[config.mk]
export PLATFORM = sky130hd
export DESIGN_NAME = ipv4_receive_filter_flat
export DESIGN_NICKNAME = d
export VERILOG_FILES = /design/src/rtl/irf_pkg.sv /design/src/rtl/irf_if.sv /design/src/rtl/irf_queue.sv /design/src/rtl/irf_engine.sv /design/src/rtl/ipv4_receive_filter.sv /design/src/flat_wrapper.sv
export VERILOG_INCLUDE_DIRS = /design/src /design/src/rtl
export SDC_FILE = /design/constraint.sdc
export NUM_CORES = 1
export LEC_CHECK = 0
export BUFFER_PORTS_ARGS = -buffer_cell sky130_fd_sc_hd__clkbuf_2
export CORE_ASPECT_RATIO = 1.2
export CORE_MARGIN = 8
export CORE_UTILIZATION = 28
export CTS_CLUSTER_DIAMETER = 30
export DETAILED_ROUTE_END_ITERATION = 7
export GPL_TIMING_DRIVEN = 1
export PLACE_DENSITY = 0.43
export SLEW_MARGIN = 30
export SYNTH_ARGS = -nofsm -noshare
export SYNTH_HDL_FRONTEND = slang
export SYNTH_HIERARCHICAL = 1
export SYNTH_SLANG_ARGS = --single-unit
[constraint.sdc]
create_clock -name i_clk -period 6.3 [get_ports i_clk]
set_clock_uncertainty 0.1 [all_clocks]
set_input_delay 0.315 -clock i_clk [delete_from_list [all_inputs] [get_ports i_clk]]
set_output_delay 0.315 -clock i_clk [all_outputs]
set_load 0.1 [all_outputs]
[src/rtl/assert_macros.svh]
// Assertion helper macros shared by the RTL.
`ifndef ASSERT_MACROS_SVH
`define ASSERT_MACROS_SVH

// Implication checked on every clock edge outside reset.
`define ASSERT_IMPLY(label, clk, rst_n, pre, post, msg) \
    label: assert property (@(posedge clk) disable iff (!rst_n) (pre) |-> (post)) \
        else $error(msg);

// Next-cycle implication.
`define ASSERT_NEXT(label, clk, rst_n, pre, post, msg) \
    label: assert property (@(posedge clk) disable iff (!rst_n) (pre) |=> (post)) \
        else $error(msg);

`endif

[src/rtl/irf_pkg.sv]
// ---------------------------------------------------------------------------
// irf_pkg
// Types and constants for the IPv4 receive filter.
// ---------------------------------------------------------------------------
package irf_pkg;

    localparam logic [2:0] V_UDP       = 3'd0;
    localparam logic [2:0] V_TCP       = 3'd1;
    localparam logic [2:0] V_UNKNOWN   = 3'd2;
    localparam logic [2:0] V_SHORT_HDR = 3'd3;
    localparam logic [2:0] V_NOT_OURS  = 3'd4;
    localparam logic [2:0] V_BAD_LEN   = 3'd5;
    localparam logic [2:0] V_SHORT_PAY = 3'd6;

    localparam logic       REG_OWN_ADDR  = 1'b0;
    localparam logic       REG_OWN_VALID = 1'b1;

    localparam logic [7:0] PROTO_UDP = 8'd17;
    localparam logic [7:0] PROTO_TCP = 8'd6;
    localparam logic [3:0] IHL_MASK  = 4'hf;

    typedef struct packed {
        logic        is_verdict;
        logic [7:0]  payload_byte;
        logic [2:0]  verdict;
        logic [7:0]  protocol_number;
        logic [31:0] source_address;
        logic [31:0] destination_address;
        logic [15:0] payload_length;
        logic        last;
    } t_result;

    typedef struct packed {
        logic [7:0] frame_byte;
        logic       end_of_frame;
    } t_item;

    typedef struct packed {
        logic [0:0]  index;
        logic        bad_index;
        logic [31:0] data;
    } t_cfg;

endpackage

[src/rtl/irf_if.sv]
// ---------------------------------------------------------------------------
// irf_if
// Valid/ready channel interfaces for the IPv4 receive filter.
// ---------------------------------------------------------------------------
interface irf_in_if;
    logic       valid;
    logic       ready;
    logic [7:0] frame_byte;
    logic       end_of_frame;
    modport source (output valid, frame_byte, end_of_frame, input ready);
    modport sink   (input valid, frame_byte, end_of_frame, output ready);
endinterface

interface irf_out_if;
    logic        valid;
    logic        ready;
    logic        is_verdict;
    logic [7:0]  payload_byte;
    logic [2:0]  verdict;
    logic [7:0]  protocol_number;
    logic [31:0] source_address;
    logic [31:0] destination_address;
    logic [15:0] payload_length;
    logic        last;
    modport source (output valid, is_verdict, payload_byte, verdict, protocol_number,
                    source_address, destination_address, payload_length, last,
                    input ready);
    modport sink   (input valid, is_verdict, payload_byte, verdict, protocol_number,
                    source_address, destination_address, payload_length, last,
                    output ready);
endinterface

interface irf_cfg_if;
    logic        valid;
    logic        ready;
    logic [7:0]  index;
    logic [31:0] data;
    modport source (output valid, index, data, input ready);
    modport sink   (input valid, index, data, output ready);
endinterface

[src/rtl/irf_queue.sv]
// ---------------------------------------------------------------------------
// irf_queue
// Small FIFO between the byte front end and the result back end.
// ---------------------------------------------------------------------------
`include "assert_macros.svh"
module irf_queue
    import irf_pkg::*;
(
    input  logic   i_clk,
    input  logic   i_rst_n,
    input  logic   i_push,
    input  t_item  i_data,
    output logic   o_full,
    input  logic   i_pop,
    output t_item  o_data,
    output logic   o_empty
);
    t_item      r_mem [4];
    logic [1:0] r_wp, r_rp;
    logic [2:0] r_cnt;

    assign o_full  = (r_cnt == 3'd4);
    assign o_empty = (r_cnt == 3'd0);
    assign o_data  = r_mem[r_rp];

    always_ff @(posedge i_clk) begin
        if (i_push && !o_full) r_mem[r_wp] <= i_data;
    end

    always_ff @(posedge i_clk) begin
        if (!i_rst_n) begin
            r_wp <= '0; r_rp <= '0; r_cnt <= '0;
        end else begin
            if (i_push && !o_full) r_wp <= r_wp + 2'd1;
            if (i_pop && !o_empty) r_rp <= r_rp + 2'd1;
            r_cnt <= r_cnt + 3'((i_push && !o_full) ? 1 : 0) - 3'((i_pop && !o_empty) ? 1 : 0);
        end
    end

    `ASSERT_IMPLY(a_cnt_range, i_clk, i_rst_n, 1'b1, r_cnt <= 3'd4, "queue count overflow")
    `ASSERT_NEXT(a_full_hold, i_clk, i_rst_n, o_full && !i_pop, o_full, "full dropped without pop")
endmodule

[src/rtl/irf_engine.sv]
// ---------------------------------------------------------------------------
// irf_engine
// Per-byte header capture, filtering and result generation.
// ---------------------------------------------------------------------------
`include "assert_macros.svh"
module irf_engine
    import irf_pkg::*;
#(
    parameter int MAX_PACKET_BYTES = 65535
) (
    input  logic        i_clk,
    input  logic        i_rst_n,
    input  logic        i_empty,
    input  t_item       i_item,
    output logic        o_pop,
    input  logic [31:0] i_own_addr,
    input  logic        i_own_valid,
    output logic        o_busy,
    output logic        o_valid,
    output t_result     o_res,
    input  logic        i_ready
);
    localparam logic [15:0] MAXP = 16'(MAX_PACKET_BYTES);

    logic [15:0] r_pos, r_fwd;
    logic [31:0] r_hw [5];
    logic        r_acc;
    logic [2:0]  r_drop;
    // two-entry output buffer
    t_result     r_o0, r_o1, n_o0, n_o1;
    logic        r_v0, r_v1, n_v0, n_v1;

    logic [7:0]  b;
    logic        eof;
    logic [15:0] hl, tl, plen, start;
    logic        pay, in_max, in_hdr, dst_ours;
    logic [15:0] n_pos;
    logic [31:0] n_hw4;
    logic [2:0]  w_idx;
    t_result     pr, vr;

    // pop only when both result slots are free after this cycle's drain
    assign o_pop = !i_empty && !r_v1 && (!r_v0 || i_ready);
    assign o_busy = !i_empty || r_v0 || r_v1;
    assign b   = i_item.frame_byte;
    assign eof = i_item.end_of_frame;

    assign in_max = r_pos < MAXP;
    assign in_hdr = r_pos < 16'd20;
    assign w_idx  = r_pos[4:2];
    assign hl   = {10'd0, r_hw[0][27:24] & IHL_MASK, 2'b00};
    assign tl   = r_hw[0][15:0];
    assign plen = tl - hl;
    assign start = (hl > 16'd20) ? hl : 16'd20;
    assign pay  = in_max && !in_hdr && r_acc && (r_pos >= start) && (r_fwd != plen);
    assign n_pos = in_max ? r_pos + 16'd1 : r_pos;
    assign n_hw4 = {r_hw[4][23:0], b};
    assign dst_ours = (n_hw4 == 32'hffffffff) || (i_own_valid && n_hw4 == i_own_addr);

    always_comb begin
        logic [15:0] n_fwd;
        pr = '0;
        pr.payload_byte = b;
        vr = '0;
        vr.is_verdict = 1'b1;
        vr.last = 1'b1;
        n_fwd = r_fwd + (pay ? 16'd1 : 16'd0);
        if (n_pos < 16'd20) begin
            vr.verdict = V_SHORT_HDR;
        end else if (r_pos == 16'd19) begin
            vr.protocol_number = r_hw[2][23:16];
            vr.source_address = r_hw[3];
            vr.destination_address = n_hw4;
            if (!dst_ours) begin
                vr.verdict = V_NOT_OURS;
                vr.payload_length = plen;
            end else if (tl < hl) begin
                vr.verdict = V_BAD_LEN;
            end else begin
                vr.payload_length = plen;
                vr.verdict = (plen != 16'd0) ? V_SHORT_PAY :
                             (r_hw[2][23:16] == PROTO_UDP) ? V_UDP :
                             (r_hw[2][23:16] == PROTO_TCP) ? V_TCP : V_UNKNOWN;
            end
        end else begin
            vr.protocol_number = r_hw[2][23:16];
            vr.source_address = r_hw[3];
            vr.destination_address = r_hw[4];
            if (!r_acc) begin
                vr.verdict = r_drop;
                if (r_drop != V_BAD_LEN) vr.payload_length = plen;
            end else begin
                vr.payload_length = plen;
                vr.verdict = (n_fwd != plen) ? V_SHORT_PAY :
                             (r_hw[2][23:16] == PROTO_UDP) ? V_UDP :
                             (r_hw[2][23:16] == PROTO_TCP) ? V_TCP : V_UNKNOWN;
            end
        end
    end

    always_comb begin
        n_o0 = r_o0;
        n_o1 = r_o1;
        n_v0 = r_v0;
        n_v1 = r_v1;
        if (i_ready && r_v0) begin
            n_o0 = r_o1;
            n_v0 = r_v1;
            n_v1 = 1'b0;
        end
        if (o_pop) begin
            if (pay && eof) begin
                n_o0 = pr; n_v0 = 1'b1; n_o1 = vr; n_v1 = 1'b1;
            end else if (pay || eof) begin
                if (!n_v0) begin
                    n_o0 = pay ? pr : vr; n_v0 = 1'b1;
                end else begin
                    n_o1 = pay ? pr : vr; n_v1 = 1'b1;
                end
            end
        end
    end

    always_ff @(posedge i_clk) begin
        if (!i_rst_n) begin
            r_hw[0] <= '0; r_hw[1] <= '0; r_hw[2] <= '0; r_hw[3] <= '0; r_hw[4] <= '0;
        end else if (o_pop) begin
            if (eof) begin
                r_hw[0] <= '0; r_hw[1] <= '0; r_hw[2] <= '0; r_hw[3] <= '0; r_hw[4] <= '0;
            end else if (in_max && in_hdr) begin
                r_hw[w_idx] <= {r_hw[w_idx][23:0], b};
            end
        end
    end

    always_ff @(posedge i_clk) begin
        if (!i_rst_n) begin
            r_pos <= '0; r_fwd <= '0; r_acc <= 1'b0; r_drop <= '0;
            r_v0 <= 1'b0; r_v1 <= 1'b0; r_o0 <= '0; r_o1 <= '0;
        end else begin
            r_o0 <= n_o0; r_o1 <= n_o1; r_v0 <= n_v0; r_v1 <= n_v1;
            if (o_pop) begin
                if (eof) begin
                    r_pos <= '0; r_fwd <= '0; r_acc <= 1'b0; r_drop <= '0;
                end else begin
                    r_pos <= n_pos;
                    if (pay) r_fwd <= r_fwd + 16'd1;
                    if (in_max && r_pos == 16'd19) begin
                        if (!dst_ours) r_drop <= V_NOT_OURS;
                        else if (tl < hl) r_drop <= V_BAD_LEN;
                        else r_acc <= 1'b1;
                    end
                end
            end
        end
    end

    assign o_valid = r_v0;
    assign o_res   = r_o0;

    `ASSERT_IMPLY(a_v1_needs_v0, i_clk, i_rst_n, r_v1, r_v0, "second slot without first")
    `ASSERT_IMPLY(a_fwd_bound, i_clk, i_rst_n, r_fwd != 16'd0, r_acc, "forwarded bytes on drop")
    `ASSERT_NEXT(a_eof_clear, i_clk, i_rst_n, o_pop && i_item.end_of_frame, r_pos == 16'd0,
                 "position not cleared after frame")
endmodule

[src/rtl/ipv4_receive_filter.sv]
// ---------------------------------------------------------------------------
// ipv4_receive_filter
// Byte-serial IPv4 receive filter: header capture, address and length
// checks, payload forwarding and a verdict per frame.
// ---------------------------------------------------------------------------
// channel   dir   transaction
// s_in      in    one frame byte plus end-of-frame flag
// m_out     out   one payload byte or one packet verdict
// s_cfg     in    register write (0 own_address, 1 own_address_valid)
//
// One byte per cycle while m_out is ready; a byte that yields a payload result
// and a verdict fills both output buffer slots and holds off the next byte.
// A four-entry queue decouples byte intake from the result buffer.
// Reset is synchronous; the block accepts bytes the cycle after reset.
// Output stalls back up through the queue into s_in.ready.
// ---------------------------------------------------------------------------
`include "assert_macros.svh"
module ipv4_receive_filter
    import irf_pkg::*;
#(
    parameter int MAX_PACKET_BYTES = 65535
) (
    input  logic i_clk,
    input  logic i_rst_n,
    irf_in_if.sink    s_in,
    irf_out_if.source m_out,
    irf_cfg_if.sink   s_cfg
);
    logic [31:0] r_own_addr;
    logic        r_own_valid;
    logic        full, empty, pop, busy;
    t_item       qi, qo;
    t_result     res;

    assign s_cfg.ready = 1'b1;
    always_ff @(posedge i_clk) begin
        if (!i_rst_n) begin
            r_own_addr <= '0; r_own_valid <= 1'b0;
        end else if (s_cfg.valid) begin
            if (s_cfg.index == 8'(REG_OWN_ADDR)) r_own_addr <= s_cfg.data;
            else if (s_cfg.index == 8'(REG_OWN_VALID)) r_own_valid <= s_cfg.data[0];
        end
    end

    assign qi.frame_byte = s_in.frame_byte;
    assign qi.end_of_frame = s_in.end_of_frame;
    assign s_in.ready = !full;

    irf_queue u_queue (
        .i_clk, .i_rst_n,
        .i_push(s_in.valid), .i_data(qi), .o_full(full),
        .i_pop(pop), .o_data(qo), .o_empty(empty)
    );

    irf_engine #(.MAX_PACKET_BYTES(MAX_PACKET_BYTES)) u_engine (
        .i_clk, .i_rst_n,
        .i_empty(empty), .i_item(qo), .o_pop(pop),
        .i_own_addr(r_own_addr), .i_own_valid(r_own_valid), .o_busy(busy),
        .o_valid(m_out.valid), .o_res(res), .i_ready(m_out.ready)
    );

    assign m_out.is_verdict = res.is_verdict;
    assign m_out.payload_byte = res.payload_byte;
    assign m_out.verdict = res.verdict;
    assign m_out.protocol_number = res.protocol_number;
    assign m_out.source_address = res.source_address;
    assign m_out.destination_address = res.destination_address;
    assign m_out.payload_length = res.payload_length;
    assign m_out.last = res.last;

    `ASSERT_IMPLY(a_out_last, i_clk, i_rst_n, m_out.valid, m_out.last == m_out.is_verdict,
                  "last must mark verdicts")
    `ASSERT_IMPLY(a_idle_out, i_clk, i_rst_n, !busy, !m_out.valid, "output valid while idle")
    `ASSERT_IMPLY(a_pay_fields, i_clk, i_rst_n, m_out.valid && !m_out.is_verdict,
                  m_out.verdict == V_UDP, "payload result carries verdict")
endmodule
[src/flat_wrapper.sv]
// flat-port wrapper written by rule: the top's interface ports become plain ports
module ipv4_receive_filter_flat import irf_pkg::*;
#(
    parameter int MAX_PACKET_BYTES = 65535
)
  (i_clk, i_rst_n, s_in_valid, s_in_frame_byte, s_in_end_of_frame, s_in_ready, m_out_valid, m_out_is_verdict, m_out_payload_byte, m_out_verdict, m_out_protocol_number, m_out_source_address, m_out_destination_address, m_out_payload_length, m_out_last, m_out_ready, s_cfg_valid, s_cfg_index, s_cfg_data, s_cfg_ready);
  irf_in_if s_in_i ();
  irf_out_if m_out_i ();
  irf_cfg_if s_cfg_i ();
  input  logic i_clk;
  input  logic i_rst_n;
  input wire logic [$bits(s_in_i.valid)-1:0] s_in_valid;
  input wire logic [$bits(s_in_i.frame_byte)-1:0] s_in_frame_byte;
  input wire logic [$bits(s_in_i.end_of_frame)-1:0] s_in_end_of_frame;
  output wire logic [$bits(s_in_i.ready)-1:0] s_in_ready;
  output wire logic [$bits(m_out_i.valid)-1:0] m_out_valid;
  output wire logic [$bits(m_out_i.is_verdict)-1:0] m_out_is_verdict;
  output wire logic [$bits(m_out_i.payload_byte)-1:0] m_out_payload_byte;
  output wire logic [$bits(m_out_i.verdict)-1:0] m_out_verdict;
  output wire logic [$bits(m_out_i.protocol_number)-1:0] m_out_protocol_number;
  output wire logic [$bits(m_out_i.source_address)-1:0] m_out_source_address;
  output wire logic [$bits(m_out_i.destination_address)-1:0] m_out_destination_address;
  output wire logic [$bits(m_out_i.payload_length)-1:0] m_out_payload_length;
  output wire logic [$bits(m_out_i.last)-1:0] m_out_last;
  input wire logic [$bits(m_out_i.ready)-1:0] m_out_ready;
  input wire logic [$bits(s_cfg_i.valid)-1:0] s_cfg_valid;
  input wire logic [$bits(s_cfg_i.index)-1:0] s_cfg_index;
  input wire logic [$bits(s_cfg_i.data)-1:0] s_cfg_data;
  output wire logic [$bits(s_cfg_i.ready)-1:0] s_cfg_ready;
  assign s_in_i.valid = s_in_valid;
  assign s_in_i.frame_byte = s_in_frame_byte;
  assign s_in_i.end_of_frame = s_in_end_of_frame;
  assign s_in_ready = s_in_i.ready;
  assign m_out_valid = m_out_i.valid;
  assign m_out_is_verdict = m_out_i.is_verdict;
  assign m_out_payload_byte = m_out_i.payload_byte;
  assign m_out_verdict = m_out_i.verdict;
  assign m_out_protocol_number = m_out_i.protocol_number;
  assign m_out_source_address = m_out_i.source_address;
  assign m_out_destination_address = m_out_i.destination_address;
  assign m_out_payload_length = m_out_i.payload_length;
  assign m_out_last = m_out_i.last;
  assign m_out_i.ready = m_out_ready;
  assign s_cfg_i.valid = s_cfg_valid;
  assign s_cfg_i.index = s_cfg_index;
  assign s_cfg_i.data = s_cfg_data;
  assign s_cfg_ready = s_cfg_i.ready;
  ipv4_receive_filter #(.MAX_PACKET_BYTES(MAX_PACKET_BYTES)) u_core (.i_clk(i_clk), .i_rst_n(i_rst_n), .s_in(s_in_i), .m_out(m_out_i), .s_cfg(s_cfg_i));
endmodule
Word-level counts from Yosys, hierarchy flattened --
Memory sizes are Yosys's and may differ from the RTL's. A register that Yosys moved wholly into a read port is not among the register bits. Index checks and enable logic that the tools add are counted.
Cells by class: bitwise operators 6, shifts and indexed selects 0, div/mod/pow operators 0, equal/unequal tests 12, multiplexer cells 72, reductions and logical operators 36, add/subtract/negate cells 8, magnitude comparators 6, multiply operators 0
Operators by type and width (count):
- 2-to-1 mux 101 bit | 9
- 2-to-1 mux 32 bit | 6
- 2-to-1 mux 16 bit | 8
- 2-to-1 mux 91 bit | 1
- 2-to-1 mux 88 bit | 1
- 2-to-1 mux 3 bit | 13
- adder 16 x 1 -> 16 bit (second input constant) | 2
- equality test 32 bit | 1
- equality test 32 bit (second input constant) | 1
- < comparator 16 x 5 -> 1 bit (second input constant) | 2
- != test 16 bit | 2
- OR reduction 32 bit | 1
- 2-to-1 mux 1 bit | 29
- adder 16 x 1 -> 16 bit | 1
- equality test 16 x 5 -> 1 bit (second input constant) | 1
- greater-or-equal comparator 16 x 6 -> 1 bit | 1
- < comparator 16 bit (second input constant) | 1
- < comparator 16 x 6 -> 1 bit | 1
- nonzero test 16 bit | 1
- subtractor 16 x 6 -> 16 bit | 1
- logical AND 1 bit | 13
- nonzero test 2 bit | 5
- AND reduction 3 bit | 3
- equality test 8 x 1 -> 1 bit (second input constant) | 1
- other kinds (20) | 35
Word-level totals: bits in writable memories 196, memory bits (read-only) 0, register bits after elaboration 280, memories kept 2, bits in latches 0, bits of input ports 54, word-level logic and storage cells 169, output and inout port bits 104
Memories:
- u_core.u_engine.r_hw | words 5, width 32, rd ports 5, clocked after Yosys merged registers in 1, wr ports 5, RTL line irf_engine.sv:26 | logic [31:0] r_hw [5];
- u_core.u_queue.r_mem | words 4, width 9, rd ports 1, clocked after Yosys merged registers in 1, wr ports 1, RTL line irf_queue.sv:18 | t_item r_mem [4];

Logic depth before layout (Yosys ltp) --
Gate-level depths: netlist (run 1).
word-level depth 18, depth in mapped cells 24, mapped depth without buffers 21

Hierarchy --
The synthesis (run 1) kept the hierarchy.
By module, submodules not included:
- irf_engine | cells each 2100, sequential area each 11190.7 um^2, times used 1, area each 21543.2 um^2
- irf_queue | cells each 97, sequential area each 1261.2 um^2, times used 1, area each 1783.0 um^2
- ipv4_receive_filter | cells each 149, sequential area each 660.6 um^2, times used 1, area each 1367.6 um^2

Worst setup path after synthesis (run 1) --
Ideal clock, no wire load.
kind register to register, from memory u_core.u_engine.r_hw[0][27], to register u_core.u_engine.r_o0, in the netlist u_core/u_engine/o_res[89], period minus slack after synthesis 5537 ps, stages on the path, launching flop included 25, arrival time 5350 ps, buffers on the path 4, library setup time 86 ps, data required time 6114 ps, setup slack 763 ps, cell sequence edfxtp_1 inv_1 ha_1 or4_1 buf_2 or4_1 buf_2 or4_1 buf_2 xnor2_2 nand4_1 or4_1 buf_2 nand2_1 inv_2 ha_1 ha_1 nand3_1 xnor2_1 nor4_1 nand3_1 a2111oi_2 nand4_1 o31a_1 a221oi_2
RTL lines:
- start: declaration | RTL line irf_engine.sv:26
- end signal: assignment | RTL line irf_engine.sv:141 | r_o0 <= n_o0; r_o1 <= n_o1; r_v0 <= n_v0; r_v1 <= n_v1;
- end: declaration | RTL line irf_engine.sv:30 | t_result r_o0, r_o1, n_o0, n_o1;

==> summary.txt, run 1 <==
Clk_lat worst skew = 0.68 ns
Starting DRT DRC Count = 1410
Net load switching power = 4.32 mW
Synthesized area per cell = 10.5 um^2
Power Density = 439 nW/um^2
Initial antenna violation count = 3
DRC viols = 0
Core box area = 87500 um^2
Crit end category = register
Hold crit path type = in -> reg
Critical Path Source Type = register
Peak supply drop = 0.000346 V
Gate power share = 20.2%
Most common cell after layout, fill and taps aside = nand2_1
Commonest non-fill, non-tap cells in the layout = 363 x nand2_1, 281 x dfxtp_1, 248 x edfxtp_1
Endpoints failing setup = 0
Routability cong. = 0.838
Clock share of power = 46.7%
Crit-path max cell delay = 0.56 ns
Crit path kind = reg -> reg
DRT Pass-1 Iters = 5
ANT cells = 0
Ports = 158
Sequential fraction of design power = 33.2%
H-tree depth = 3
Worst Path Max Fanout = 10
Slew @ Worst Pin = 0.958 ns
Row Count = 119
Final hold vios = 0
Clk pin slew, worst setup/hold paths = 0.05 ns
Clock Path Buffers = 3
Antenna-violating nets left = 0
Buf/Inv on CP = 2
Port Buffers = 156
Crit-path slowest cell = or4_1
Tcrit/Tclk final = 94.2%
Met2 WL = 38600 um
Crit path top cell by count = ha_1
Fillers = 8815
DP Wirelength = 53400 um
FF+latch area = 13100 um^2
Sw Share = 31.3%
CTS tree = yes
Arrival @ worst endpoint = 6.41 ns
Warnings, synthesis = 6
CTS root buf = clkbuf_16
Area Overhead vs Synth = 27.5%
Final Critical Period = 5.93 ns
Mapped Area = 24700 um^2
CP cell instances = inv_1 -> ha_1 -> or4_1 -> or4_4 -> or4_4 -> xnor2_2 -> nand4_1 -> or4_1 -> nand2_1 -> inv_2 -> ha_1 -> ha_1 -> nand3_1 -> xnor2_1 -> nor4_1 -> nand3_1 -> a2111oi_2 -> nand4_1 -> o31a_1 -> a221oi_2
Initial Util = 28.2%
First-pass GRT wire length = 120000 um
Routed via count = 19000
Setup TNS = 0 ns
Largest net degree at the start of global routing = 95
Hold WS = 0.0880 ns
Drt wl/cell = 20.7 um
Ratio of cells with drive above 1 in the final layout = 21.3%
Die height = 341 um
Highest routed layer = met4
Gate Count Post-Synth = 2345
CTS Buf Count = 119
Die W = 287 um
GRT overflow = 0
CP required = 6.78 ns
Max-Cap Viols = 0
Number of global-route vias before repair = 19200
CTS sink cnt = 531
Fmax = 169 MHz
Cell family with the largest share of critical-path delay = simple AND/OR/NAND/NOR gates
Routed wl met3 = 4910 um
DRT Wirelength = 79800 um
Status = complete, no violations
Die area = 98000 um^2
Leakage = 11.7 nW
Relative slew slack = 36.1%
Max Slew Vio Count = 0
Vias per std cell = 4.92
Overall routing resource usage = 15.9%
Footprint of the multi-input gates = 10900 um^2
Cell internal pwr = 9.50 mW
DRT met1 WL = 34400 um
RSZ-0062 raised after global routing = false
NumNets Final = 2679
==> worst paths after layout <==
path	cells after the start	start	slack, ns	endpoint
setup / recovery	20	u_core/u_engine/r_hw[0][27]	0.37	u_core/u_engine/o_res[89]
hold / removal	4	m_out_ready	0.09	u_core/u_engine/r_fwd[8]
setup reg to reg	20	u_core/u_engine/r_hw[0][27]	0.37	u_core/u_engine/o_res[89]
hold reg to reg	2	u_core/u_engine/r_o1[64]	0.35	u_core/u_engine/r_o1[64]
==> power groups by stage <==
stage	combinational, mW	sequential (mW)	clock [mW]
after global placement	2.75	4.63	0
after CTS	2.81	4.59	6.58
after detailed placement	2.77	4.65	0
final	2.79	4.59	6.45
after floorplan	1.82	4.50	0
after global routing	3.02	4.63	6.77
==> worst register-to-register path: stages, from the launching register on <==
cell and delay (ns):
edfxtp_1 0.40, inv_1 0.07, ha_1 0.25, or4_1 0.56, or4_4 0.48, or4_4 0.56, xnor2_2 0.20, nand4_1 0.12
or4_1 0.44, nand2_1 0.12, inv_2 0.12, ha_1 0.23, ha_1 0.21, nand3_1 0.18, xnor2_1 0.09, nor4_1 0.31
nand3_1 0.15, a2111oi_2 0.32, nand4_1 0.29, o31a_1 0.38, a221oi_2 0.27
==> stage by stage <==
step | utilization [%] | area [um^2] | worst slack [ns] | power [mW] | std cells
final | 36.0 | 31500 | 0.367 | 13.8 | 3857
after global routing | 36.0 | 31500 | 0.0634 | 14.4 | 3857
after CTS | 35.9 | 31500 | 0.220 | 14.0 | 3856
after detailed placement | 30.6 | 26800 | 0.239 | 7.42 | 3587
after global placement | 30.6 | 26800 | 0.283 | 7.38 | 3587
after floorplan | - | 25000 | 0.763 | 6.32 | 2416
==> timing repair <==
action / 4_1_cts / 5_1_grt
endpoints found under the setup margin: 0 / 3
endpoints found under the hold margin: 73 / 0
resized for setup: 0 / 2
buffers inserted: 0 / 1
hold buffers: 44 / 0
==> routing by layer <==
layer  GRT usage [%]  vias up
met1            20.8     9349
met4            5.33        0
met2            26.2      590
met5               0        -
li1                -     8906
met3            3.23      125
==> layout make-up <==
class	instances	share of cell area, %
clock buffers	142	10.1
clock inverters	83	3.41
inverters	52	0.628
multi-input cells	1658	34.7
flip-flops and latches	531	41.7
well taps	1149	4.57
repair buffers	242	4.95
==> flip-flops by register name, indices dropped and copies added (netlist names), 2 cells and up, named ones only <==
signal / count
u_core/u_engine/r_hw: 212
u_core/u_engine/o_res: 101
u_core/u_engine/r_o1: 100
u_core/u_queue/r_mem: 36
u_core/r_own_addr: 32
u_core/u_engine/r_fwd: 16
u_core/u_engine/r_pos: 16
u_core/u_queue/r_cnt: 3
u_core/u_engine/r_drop: 2
u_core/u_queue/r_rp: 2
u_core/u_queue/r_wp: 2
Note: power is estimated with default switching activity, not from simulation.
==> inputs of run 2 (changes only) <==
--- a/config.mk
+++ b/config.mk
@@ -13,9 +13,8 @@
 export CTS_CLUSTER_DIAMETER = 30
 export DETAILED_ROUTE_END_ITERATION = 7
 export GPL_TIMING_DRIVEN = 1
-export PLACE_DENSITY = 0.43
+export PLACE_DENSITY = 0.51
 export SLEW_MARGIN = 30
 export SYNTH_ARGS = -nofsm -noshare
 export SYNTH_HDL_FRONTEND = slang
-export SYNTH_HIERARCHICAL = 1
 export SYNTH_SLANG_ARGS = --single-unit
==> summary.txt, run 2 <==
Core box area = 86200 um^2
Final worst slack = 0.485 ns
Die area = 96600 um^2
Synth top cells by count = 362 x nand2_1, 283 x dfxtp_1, 248 x edfxtp_1, 196 x nor2_1, 124 x mux2i_1
Warnings, synthesis = 0
Sequential area share after synthesis = 53.9%
Starting DRT DRC Count = 1250
Setup TNS = 0 ns
Worst Path Max Fanout = 7
Initial Util = 28.2%
Gate Count Post-Synth = 2290
Clk pin slew, worst setup/hold paths = 0.05 ns
Most common cell after layout, fill and taps aside = nand2_1
Crit path top cell by count = ha_1
Routability cong. = 0.856
FF+latch area = 13100 um^2
EDFF count, synth = 248
First-pass GRT wire length = 120000 um
Number of setup buffers added after CTS = 0
Synthesized area per cell = 10.6 um^2
DRT Wirelength = 80400 um
Clock share of power = 42.6%
Mapped Area = 24300 um^2
Critical Path Source Type = register
Register bit total from synthesis = 531
Max FFs per register = 212
Sequential fraction of design power = 34.6%
Final hold vios = 0
H-tree depth = 3
Antenna-violating nets left = 0
Area Overhead vs Synth = 26.0%
Initial antenna violation count = 3
Peak supply drop = 0.000227 V
Arrival @ worst endpoint = 6.20 ns
Overall routing resource usage = 16.1%
GRT overflow = 0
Routed via count = 18500
CTS sink cnt = 531
Leakage = 11.7 nW
Crit end category = register
Largest net degree at the start of global routing = 88
Top-count cell post-synth = nand2_1
Port Buffers = 156
ANT cells = 0
Clk_lat worst skew = 0.67 ns
Crit-path max cell delay = 0.60 ns
Fillers = 8657
Pre-CTS setup slack = 0.417 ns
Status = complete, no violations
Fmax = 172 MHz
Tcrit/Tclk final = 92.3%
Footprint of the multi-input gates = 10700 um^2
Crit-path slowest cell = or4_4
CP cell instances = inv_1 -> ha_1 -> or4_4 -> or4_4 -> nor2_1 -> o2111ai_1 -> or3_4 -> o21a_1 -> ha_1 -> ha_1 -> nand2_1 -> xnor3_1 -> or2_2 -> o311a_1 -> o211ai_1 -> a2111oi_1 -> buf_4 -> and2_1 -> a311oi_1 -> a21oi_1
Ports = 158
Relative slew slack = 34.2%
Drt wl/cell = 21.3 um
Sw Share = 32.8%
Slew @ Worst Pin = 0.986 ns
DRC viols = 0
Die W = 285 um
Final Critical Period = 5.81 ns
CTS Buf Count = 105
Largest reg by FF count = u_core.u_engine.r_hw
Gate power share = 22.8%
Hold crit path type = in -> reg
Main synth FF type = dfxtp_1
Die height = 339 um
Crit path kind = reg -> reg
CTS root buf = clkbuf_16
FF-to-FF path depth = 20
Max-Cap Viols = 0
Area contributors post-synth = edfxtp_1 31%, dfxtp_1 23%, nand2_1 5.6%
Commonest non-fill, non-tap cells in the layout = 360 x nand2_1, 281 x dfxtp_1, 248 x edfxtp_1
Ratio of cells with drive above 1 in the final layout = 19.4%
RSZ-0062 raised after global routing = false
DP Wirelength = 56300 um
Yosys top cell by area = edfxtp_1
Power Density = 444 nW/um^2
CTS tree = yes
Number of global-route vias before repair = 18800
NumNets Final = 2627
Net load switching power = 4.47 mW
Endpoints failing setup = 0
Async SR Flop Fraction = 0%
CP required = 6.69 ns
Clock Path Buffers = 3
DRT Pass-1 Iters = 7
Unique masters post-synth = 76
Top cell type's share of synthesized area = 30.6%
Cell internal pwr = 9.15 mW
Hold Path Cell Cnt = 3
Max Slew Vio Count = 0
Row Count = 118
Vias per std cell = 4.89
## run 2: cell types whose count changed in the layout (fill, tap and decap cells not counted), sizes merged, moves of 16 or more
cell    delta
nand3     -43
nor2      +16
a21oi    -131
mux2      -25
a21boi   +109
xor2      +18
o21ai     +63
## run 2: worst max-delay path, delay by kind of cell, from the launching register on
kind                       cells  cell delay (ns)
and+or+nand+nor                7             2.54
AOI/OAI and AO/OA              7             1.40
adders and majority gates      3             0.72
DFF                            1             0.36
buffers and inverters          2             0.27
xor gates and xnor gates       1             0.25
## run 2: final cells by class
| class | count | area share (%) |
|---|---|---|
| flip-flops and latches | 531 | 42.8 |
| multi-input cells | 1626 | 34.8 |
| clock buffers | 128 | 9.26 |
| repair buffers | 239 | 4.95 |
| well taps | 1140 | 4.65 |
| clock inverters | 69 | 2.99 |
| inverters | 49 | 0.600 |
## run 2: through the flow
step | hold slack [ns] | utilization, % | std cells | cell area, um^2 | power, mW
2_1_floorplan | 0.314 | - | 2361 | 24600 | 6.64
5_1_grt | 0.0192 | 35.6 | 3782 | 30700 | 14.2
3_3_place_gp | 0.333 | 30.7 | 3542 | 26500 | 7.83
3_5_place_dp | 0.341 | 30.7 | 3542 | 26500 | 7.87
4_1_cts | 0.00231 | 35.5 | 3782 | 30600 | 13.7
6_report | 0.0171 | 35.6 | 3782 | 30700 | 13.6
## run 2: power by group through the flow
stage	sequential (mW)	clock (mW)	combinational, mW
after floorplan	4.58	0	2.05
after global placement	4.75	0	3.07
after detailed placement	4.78	0	3.09
after CTS	4.71	5.89	3.13
after global routing	4.75	6.05	3.35
final	4.71	5.81	3.11
## run 2: final timing paths
path | from | to | slack [ns]
worst max-delay path | u_core.u_engine.r_hw[0][27] | u_core.u_engine.r_o1[89] | 0.49
worst min-delay path | m_out_ready | u_core.u_engine.o_res[0] | 0.02
worst max register to register | u_core.u_engine.r_hw[0][27] | u_core.u_engine.r_o1[89] | 0.49
worst min register to register | u_core.u_engine.r_o1[14] | u_core.u_engine.r_o1[14] | 0.35
## run 2: cell families (layout without fill, tap and decap cells)
| family | after synthesis | count (layout) | synth area share (%) |
|---|---|---|---|
| simple gates | 829 | 829 | 15.5 |
| compound gates | 388 | 388 | 10.3 |
| buf+inv | 204 | 485 | 3.59 |
| xor+xnor | 87 | 87 | 3.36 |
| other cells | 2 | 73 | 0.0309 |
| flops | 531 | 531 | 53.9 |
| mux | 228 | 228 | 12.2 |
| fa+ha+maj | 21 | 21 | 1.14 |
## run 2: layer usage
layer / GRT usage (%) / vias to the layer above / part of all wire, %
met5: 0 / - / 0.016
met4: 4.96 / 2 / 1.9
met3: 2.88 / 99 / 5.5
met2: 27.5 / 529 / 49
met1: 20.6 / 9229 / 44
li1: - / 8648 / -
## run 2: repair_timing
item / CTS / global route
endpoints found under the hold margin: 69 / 0
setup endpoints to repair: 0 / 1
hold buffers: 43 / 0
gates resized for setup: 0 / 1
